### src/rtl/hoct_pkg.sv
`default_nettype none

package hoct_pkg;

  localparam int unsigned CMD_W  = 2;
  localparam int unsigned ST_W   = 2;
  localparam int unsigned SLOT_W = 6;
  localparam int unsigned IP_W   = 32;
  localparam int unsigned PORT_W = 16;
  localparam int unsigned SEQ_W  = 32;
  localparam int unsigned MAC_W  = 48;
  localparam int unsigned KEY_W  = 2 * IP_W + 2 * PORT_W;
  localparam int unsigned DATA_W = 2 * SEQ_W + MAC_W;

  localparam logic [CMD_W-1:0] CMD_LOOKUP = 2'd0;
  localparam logic [CMD_W-1:0] CMD_ALLOC  = 2'd1;
  localparam logic [CMD_W-1:0] CMD_DELETE = 2'd2;

  localparam logic [ST_W-1:0] ST_OK   = 2'd0;
  localparam logic [ST_W-1:0] ST_MISS = 2'd1;
  localparam logic [ST_W-1:0] ST_FULL = 2'd2;

  // controller -> datapath
  typedef struct packed {
    logic clear;  // zero one valid entry, advance index
    logic start;  // capture request, restart scan
    logic scan;   // read entry at index, advance index
    logic act;    // table update for the captured request
    logic load;   // move result into the response register
  } ctrl_cmd_t;

  // datapath -> controller
  typedef struct packed {
    logic last;   // index points at the final entry
  } dp_sts_t;

endpackage

`default_nettype wire

### src/rtl/hoct_ctrl.sv
`default_nettype none

module hoct_ctrl (
  input  wire logic                clk_i,
  input  wire logic                rst_ni,
  input  wire logic                in_valid_i,
  output logic                     in_ready_o,
  output logic                     out_valid_o,
  input  wire logic                out_ready_i,
  output hoct_pkg::ctrl_cmd_t      cmd_o,
  input  wire hoct_pkg::dp_sts_t   sts_i
);

  typedef enum logic [5:0] {
    S_CLEAR = 6'b000001,
    S_IDLE  = 6'b000010,
    S_SCAN  = 6'b000100,
    S_DRAIN = 6'b001000,
    S_ACT   = 6'b010000,
    S_RESP  = 6'b100000
  } state_e;

  state_e state_q, state_d;
  logic   out_valid_q, out_valid_d;
  logic   out_free;

  assign out_free   = !out_valid_q || out_ready_i;
  assign in_ready_o = (state_q == S_IDLE);
  assign out_valid_o = out_valid_q;

  always_comb begin
    cmd_o   = '0;
    state_d = state_q;
    case (state_q)
      S_CLEAR: begin
        cmd_o.clear = 1'b1;
        if (sts_i.last) state_d = S_IDLE;
      end
      S_IDLE: begin
        if (in_valid_i) begin
          cmd_o.start = 1'b1;
          state_d     = S_SCAN;
        end
      end
      S_SCAN: begin
        cmd_o.scan = 1'b1;
        if (sts_i.last) state_d = S_DRAIN;
      end
      // compare of the final entry happens here
      S_DRAIN: state_d = S_ACT;
      S_ACT: begin
        cmd_o.act = 1'b1;
        state_d   = S_RESP;
      end
      S_RESP: begin
        if (out_free) begin
          cmd_o.load = 1'b1;
          state_d    = S_IDLE;
        end
      end
      default: state_d = S_CLEAR;
    endcase
  end

  always_comb begin
    out_valid_d = out_valid_q;
    if (cmd_o.load) begin
      out_valid_d = 1'b1;
    end else if (out_ready_i) begin
      out_valid_d = 1'b0;
    end
  end

  always_ff @(posedge clk_i or negedge rst_ni) begin
    if (!rst_ni) begin
      state_q     <= S_CLEAR;
      out_valid_q <= 1'b0;
    end else begin
      state_q     <= state_d;
      out_valid_q <= out_valid_d;
    end
  end

`ifndef NO_ASSERTIONS
  a_accept_starts_scan: assert property (@(posedge clk_i) disable iff (!rst_ni)
    (in_valid_i && in_ready_o) |=> (state_q == S_SCAN))
    else $error("accepted request did not start a scan");

  a_load_when_free: assert property (@(posedge clk_i) disable iff (!rst_ni)
    cmd_o.load |-> (!out_valid_q || out_ready_i))
    else $error("response overwritten before it was taken");

  a_scan_ends_on_last: assert property (@(posedge clk_i) disable iff (!rst_ni)
    (state_q == S_SCAN && sts_i.last) |=> (state_q == S_DRAIN))
    else $error("scan did not stop at the final entry");

  a_act_after_drain: assert property (@(posedge clk_i) disable iff (!rst_ni)
    cmd_o.act |-> $past(state_q == S_DRAIN))
    else $error("table update issued without a finished scan");
`endif

endmodule

`default_nettype wire

### config.mk
export PLATFORM = sky130hd
export DESIGN_NAME = hoct_ctrl
export DESIGN_NICKNAME = d
export VERILOG_FILES = /design/src/rtl/hoct_pkg.sv /design/src/rtl/hoct_ctrl.sv
export SDC_FILE = /design/constraint.sdc
export NUM_CORES = 1
export LEC_CHECK = 0
export BUFFER_PORTS_ARGS = -buffer_cell sky130_fd_sc_hd__buf_4
export CAP_MARGIN = 20
export CORE_MARGIN = 2
export CORE_UTILIZATION = 29
export CTS_CLUSTER_DIAMETER = 150
export DETAILED_ROUTE_END_ITERATION = 8
export HOLD_SLACK_MARGIN = 0.15
export PLACE_DENSITY = 0.5
export SYNTH_ARGS = -nofsm -noshare
export SYNTH_HDL_FRONTEND = slang
export SYNTH_SLANG_ARGS = --single-unit
### constraint.sdc
create_clock -name clk_i -period 3.22 [get_ports clk_i]
set_input_delay 0.161 -clock clk_i [delete_from_list [all_inputs] [get_ports clk_i]]
set_output_delay 0.161 -clock clk_i [all_outputs]
set_load 0.05 [all_outputs]
==> reports/qor.csv, run 1 <==
stage;metric;value;unit
sta;rsz0062_at_grt;false;
logic_synthesis;synthDominantCellAreaShare;36.9;%
cells_and_area;fin_util;42.0;%
sta;setup_viol;0;
floorplanning;rows;13;
clocking;cts_tree;done;
worst_setup_path;crit_fanout;6;
clocking;cts_resized;0;
worst_hold_path;min_path_type;input pin to register;
worst_setup_path;required;3060;ps
floorplanning;core;1300;um2
worst_setup_path;crit_path_end_kind;output port;
detailed_routing;wire_per_inst;11.9;um
sta;finalCritPeriodShare;57.1;%
floorplanning;die_area;1720;um2
detailed_routing;routed_via_density;5.03;
cells_and_area;layout.cells.non_filler;71;
sta;slew_viol_final;0;
placement;io_buffers;11;
floorplanning;ios;12;
sta;fmax;0.544;GHz
detailed_routing;first_pass_iters;3;
clocking;clock_path_buffers;2;
detailed_routing;first_iter_violations;3;
clocking;numCtsBuffers;3;
sta;tightest_slew;392;ps
cells_and_area;drive_above_1_share;33.9;%
logic_synthesis;yosys.cell_types.count;26;
logic_synthesis;ys_top_cells_by_area;dfrtp_1, dfstp_2, and4b_1, and2b_1, nor2_1;
placement;dp_hpwl;626;um
sta;slew-limit-headroom;73.7;%
clocking;ctsHtreeMaxLevel;1;
logic_synthesis;yosys_warnings;0;
global_route;grt_pass1_vias;353;
pwr;power_density;678;nW/um2
logic_synthesis;ys_ff_latch;7;
clocking;clkLatencyLatePin;260;ps
global_route;grt_usage;12.3;%
global_route;grt_pass1_wl;1490;um
sta;post-route-min-period;1840;ps
logic_synthesis;yosysTopAreaCell;dfrtp_1;
pwr;ir_drop;423;uV
detailed_routing;drc_errors;0;
worst_setup_path;crit_arrival;1680;ps
worst_hold_path;min_from;in_valid_i;
sta;setup_slack;1380;ps
clocking;cts_root_buf;clkbuf_4;
global_route;use_met2;17.8;%
global_route;met1_usage;12.7;%
global_route;grt_max_degree;8;
global_route;overflow;0;
floorplanning;die_w;41.4;um
sta;finalHoldViolCount;0;
sta;hold-worst-slack;189;ps
logic_synthesis;synth_fp_nets;45;
logic_synthesis;synthCells;40;
job;max_cap_violations;0;
cells_and_area;fin_nets;62;
worst_setup_path;r2r-start;state_q[5];
sta;setup_tns;0;ps
detailed_routing;ant_nets;0;
global_route;grt.busiest_layer;met2;
pwr;p_leak;0.294;nW
global_route;antenna_found_initial;0;
clocking;clock-sinks;7;
logic_synthesis;synth_area;407;um2
placement;dp_cells;65;
floorplanning;initial_utilization;31.3;%
outcome;status;finished, final reports clean;
cells_and_area;antenna_cells;0;
sta;skew;7.14;ps
detailed_routing;num_vias;357;
cells_and_area;syn_to_final_growth;34.5;%
clocking;cts.clk_slew.worst_paths;60;ps
placement;dp_slack;1670;ps
detailed_routing;routed_wl;845;um
logic_synthesis;ys_seq_area_share;43.4;%
worst_setup_path;worstSetupPathType;register to output port;
cells_and_area;fill_cells;140;
logic_synthesis;syn_area_per_cell;10.2;um2
worst_setup_path;cp-start-kind;register;
worst_setup_path;setup.worst_path.start;state_q[1];
global_route;grt_util_met3;7.39;%
floorplanning;die_h;41.4;um
placement;finalWeightedCongestion;0.852;
==> layout make-up <==
cell class | instances | area (um2) | share of cell area (%)
Clock buffer | 4 | 26.3 | 4.81
Inverter | 2 | 7.51 | 1.37
Multi-Input combinational cell | 30 | 215 | 39.4
Sequential cell | 7 | 176 | 32.3
Tap cell | 15 | 18.8 | 3.43
Timing Repair Buffer | 13 | 103 | 18.8
==> per-layer routing <==
metal	share of wire, %	up-vias
met5	0	-
met4	1.9	0
met3	8.8	2
met2	46	15
met1	43	166
li1	-	174
==> sequential cells by signal (all words and copies together) (netlist names) <==
register / count
out_valid_o: 1
state_q: 6
==> synthesized netlist by cell type <==
cell type,number
o21ai_0,1
nor2b_1,1
a21o_1,1
dfstp_2,1
nand2b_4,1
inv_1,2
and3b_1,1
nand2_1,1
nand3_1,1
nand4b_1,1
buf_4,1
dfrtp_1,6
o211ai_2,1
nor2_1,4
and4b_1,2
and2b_1,2
and2_1,2
a21oi_1,1
nor4_2,1
and3_1,1
o211ai_1,1
nand2b_1,2
or4_4,1
xor2_1,1
nand3b_1,1
nor3_1,2
==> repair_timing <==
| action | 4_1_cts | 5_1_grt |
|---|---|---|
| buffers inserted | 0 | 0 |
| hold buffers | 2 | 0 |
| endpoints found under the hold margin | 8 | 0 |
==> where the power goes <==
part / internal, W / switching (W) / total, W
Clock: 0.0000477 / 0.0000385 / 0.0000862
Sequential: 0.000106 / 0.0000206 / 0.000127
Combinational: 0.0000689 / 0.0000886 / 0.000157
==> cell families after synthesis <==
group,Yosys count,share of synthesized area [%]
AND/OR/NAND/NOR,24,41.5
flip-flops,7,43.4
AO/OA/AOI/OAI,5,9.23
buffers and inverters,3,3.69
XOR/XNOR,1,2.15
==> critical path, cell delays in order, from the launching register on <==
cell and delay, ps:
dfrtp_1 420, or4_4 540, nand2b_4 170, nor2_1 80
buf_4 200
==> final timing paths <==
kind / slack [ps] / end / cells after the start
setup / recovery: 1380 / cmd_o[0] / 4
setup reg to reg: 1840 / state_q[0] / 3
min in group asynchronous: 240 / out_valid_o / 2
max in group asynchronous: 2770 / state_q[0] / 2
hold / removal: 190 / state_q[1] / 3
hold reg to reg: 630 / state_q[4] / 2
==> layout by cell type, fill, tap and decap left out, types with 2 or more instances in the layout <==
cell / netlist / routed
and2_1: 2 / 2
and2b_1: 2 / 2
and4b_1: 2 / 2
buf_4: 1 / 11
clkbuf_4: 0 / 3
dfrtp_1: 6 / 6
dlygate4sd3_1: 0 / 2
inv_1: 2 / 2
nand2b_1: 2 / 2
nor2_1: 4 / 4
nor3_1: 2 / 2
==> through the flow <==
stage,power [W],instance area [um2]
floorplan,0.000243,407
CTS,0.000376,547
finish,0.000371,547
global route,0.000395,547
global placement,0.000284,500
detailed placement,0.000284,500
No activity file was read; power rests on OpenSTA's default activity.
==> inputs of run 2 (changes only) <==
==> constraint.sdc (replaced) <==
create_clock -name clk_i -period 1.7 [get_ports clk_i]
set_input_delay 0.085 -clock clk_i [delete_from_list [all_inputs] [get_ports clk_i]]
set_output_delay 0.085 -clock clk_i [all_outputs]
set_load 0.05 [all_outputs]
==> reports/qor.csv, run 2 (same netlist as run 1, synthesis figures left out) <==
stage;metric;value;unit;change
detailed_routing;wl_met3;74;um;unchanged
cells_and_area;largest_reg_flops;6;;unchanged
outcome;status;complete, but fails checks;;
clocking;cts_tree;done;;
sta;slew-limit-headroom;71.0;%;-2.6 points
detailed_routing;first_iter_violations;6;;+3
pwr;p_sw;0.000292;W;+97%
pwr;clock_power_share;22.1;%;-1.2 points
sta;slew_viol_final;0;;unchanged
sta;hold-worst-slack;162;ps;-27.0 ps
cells_and_area;fill_cells;130;;-7.1%
pwr;p_leak;0.334;nW;+14%
pwr;pwr-share-seq;30.9;%;-3.4 points
clocking;ctsHtreeMaxLevel;1;;unchanged
pwr;power.internal;0.000455;W;+100%
clocking;clkLatencyLatePin;270;ps;about the same
placement;dp_slack;222;ps;-1440 ps
sta;setup_viol;1;;+1
worst_setup_path;required;1620;ps;-1440 ps
worst_hold_path;min_path_type;input pin to async pin;;
global_route;grt_pass1_wl;1560;um;+4.6%
placement;finalWeightedCongestion;0.852;;unchanged
detailed_routing;num_vias;388;;+8.7%
sta;skew;11.0;ps;+3.82 ps
floorplanning;ios;12;;unchanged
cells_and_area;drive_above_1_share;45.3;%;+11 points
global_route;overflow;0;;unchanged
sta;post-route-min-period;1720;ps;
clocking;clock-sinks;7;;unchanged
job;max_cap_violations;0;;unchanged
sta;fmax;0.582;GHz;
sta;finalHoldViolCount;0;;unchanged
detailed_routing;drc_errors;0;;unchanged
worst_setup_path;worstSetupPathType;register to output port;;
sta;finalCritPeriodShare;101;%;
pwr;p_comb_share;47.0;%;+4.5 points
detailed_routing;ant_nets;0;;unchanged
worst_setup_path;cp-start-kind;register;;
floorplanning;die_w;41.4;um;unchanged
cells_and_area;layout_commonest_cell;buf_4;;
sta;tightest_slew;433;ps;+41.6 ps
pwr;netSwitchingFraction;39.1;%;-0.78 points
sta;rsz0062_at_grt;true;;
detailed_routing;routed_wl;980;um;+16%
global_route;antenna_found_initial;0;;unchanged
clocking;numCtsBuffers;3;;unchanged
global_route;grt_pass1_vias;363;;+2.8%
floorplanning;core;1300;um2;unchanged
clocking;clock_path_buffers;2;;unchanged
global_route;grt_usage;12.7;%;+0.43 points
cells_and_area;top_register;state_q;;
detailed_routing;first_pass_iters;2;;-1
floorplanning;initial_utilization;31.3;%;unchanged
detailed_routing;routed_via_density;4.91;;-2.3%
worst_setup_path;crit_arrival;1630;ps;-50 ps
cells_and_area;fin_nets;70;;+13%
worst_setup_path;crit_fanout;5;;-1
cells_and_area;final_cell_mix;buf_4, dlygate4sd3_1;;
clocking;cts_root_buf;clkbuf_4;;
detailed_routing;met1Wirelength;382;um;+5.2%
pwr;ir_drop;881;uV;+110%
floorplanning;die_h;41.4;um;unchanged
sta;setup_slack;-19.1;ps;-1400 ps
cells_and_area;syn_to_final_growth;57.2;%;
cells_and_area;fin_util;49.1;%;+7.1 points
outcome;failed_checks;setup timing;;
floorplanning;die_area;1720;um2;unchanged
global_route;grt_max_degree;8;;unchanged
clocking;cts.clk_slew.worst_paths;60;ps;about the same
floorplanning;rows;13;;unchanged
pwr;power_density;1170;nW/um2;+72%
sta;setup_tns;-19.1;ps;-19.1 ps
cells_and_area;antenna_cells;0;;unchanged
detailed_routing;met2WireLength;496;um;+27%
pwr;totalPowerFinal;0.000747;W;+100%
detailed_routing;top_layer;met4;;
worst_setup_path;crit_path_end_kind;output port;;
detailed_routing;wire_per_inst;12.4;um;+4.2%
placement;io_buffers;11;;unchanged
placement;dp_hpwl;626;um;unchanged
run 2: final timing paths:
path,start,end,slack (ps),cells after the start
setup reg to reg,state_q[2],state_q[1],120,5
max in group asynchronous,rst_ni,state_q[0],1330,2
hold / removal,rst_ni,state_q[5],160,2
setup / recovery,state_q[2],cmd_o[0],-20,4
hold reg to reg,state_q[1],state_q[5],540,2
min in group clk_i,state_q[1],state_q[5],540,2
run 2: power by group through the flow:
stage	Clock [W]	Combinational, W	Sequential, W
after detailed placement	0	0.000295	0.000243
after floorplan	0	0.000228	0.000232
after global placement	0	0.000300	0.000237
after global routing	0.000180	0.000376	0.000235
after CTS	0.000171	0.000333	0.000234
final	0.000165	0.000351	0.000231
run 2: area by class of cell:
class	instances	area, um2	share of cell area, %
Tap cell	15	18.8	2.94
Sequential cell	7	180	28.2
Multi-Input combinational cell	30	231	36.2
Inverter	2	7.51	1.17
Timing Repair Buffer	21	175	27.4
Clock buffer	4	26.3	4.11
run 2: stage by stage:
step | cells | area, um2
5_1_grt | 79 | 639
4_1_cts | 75 | 598
3_5_place_dp | 65 | 500
3_3_place_gp | 65 | 500
6_report | 79 | 639
2_1_floorplan | 40 | 407
run 2: repair_timing:
item / 4_1_cts / 5_1_grt
hold buffers: 4 / 0
resized for setup: 4 / 4
pin swaps: 0 / 2
endpoints found under the hold margin: 11 / 0
setup endpoints to repair: 2 / 3
buffers inserted: 2 / 4
run 2: critical path: stages, from the launching register on:
cell and delay, ps:
dfrtp_2 430, or4_4 530, nand2b_4 170, nor2_4 90, buf_8 150
run 2: layer usage:
metal | track usage (%) | vias up
li1 | - | 193
met1 | 13.5 | 178
met4 | 9.68 | 0
met2 | 18.4 | 14
met5 | 0 | -
met3 | 7.39 | 3
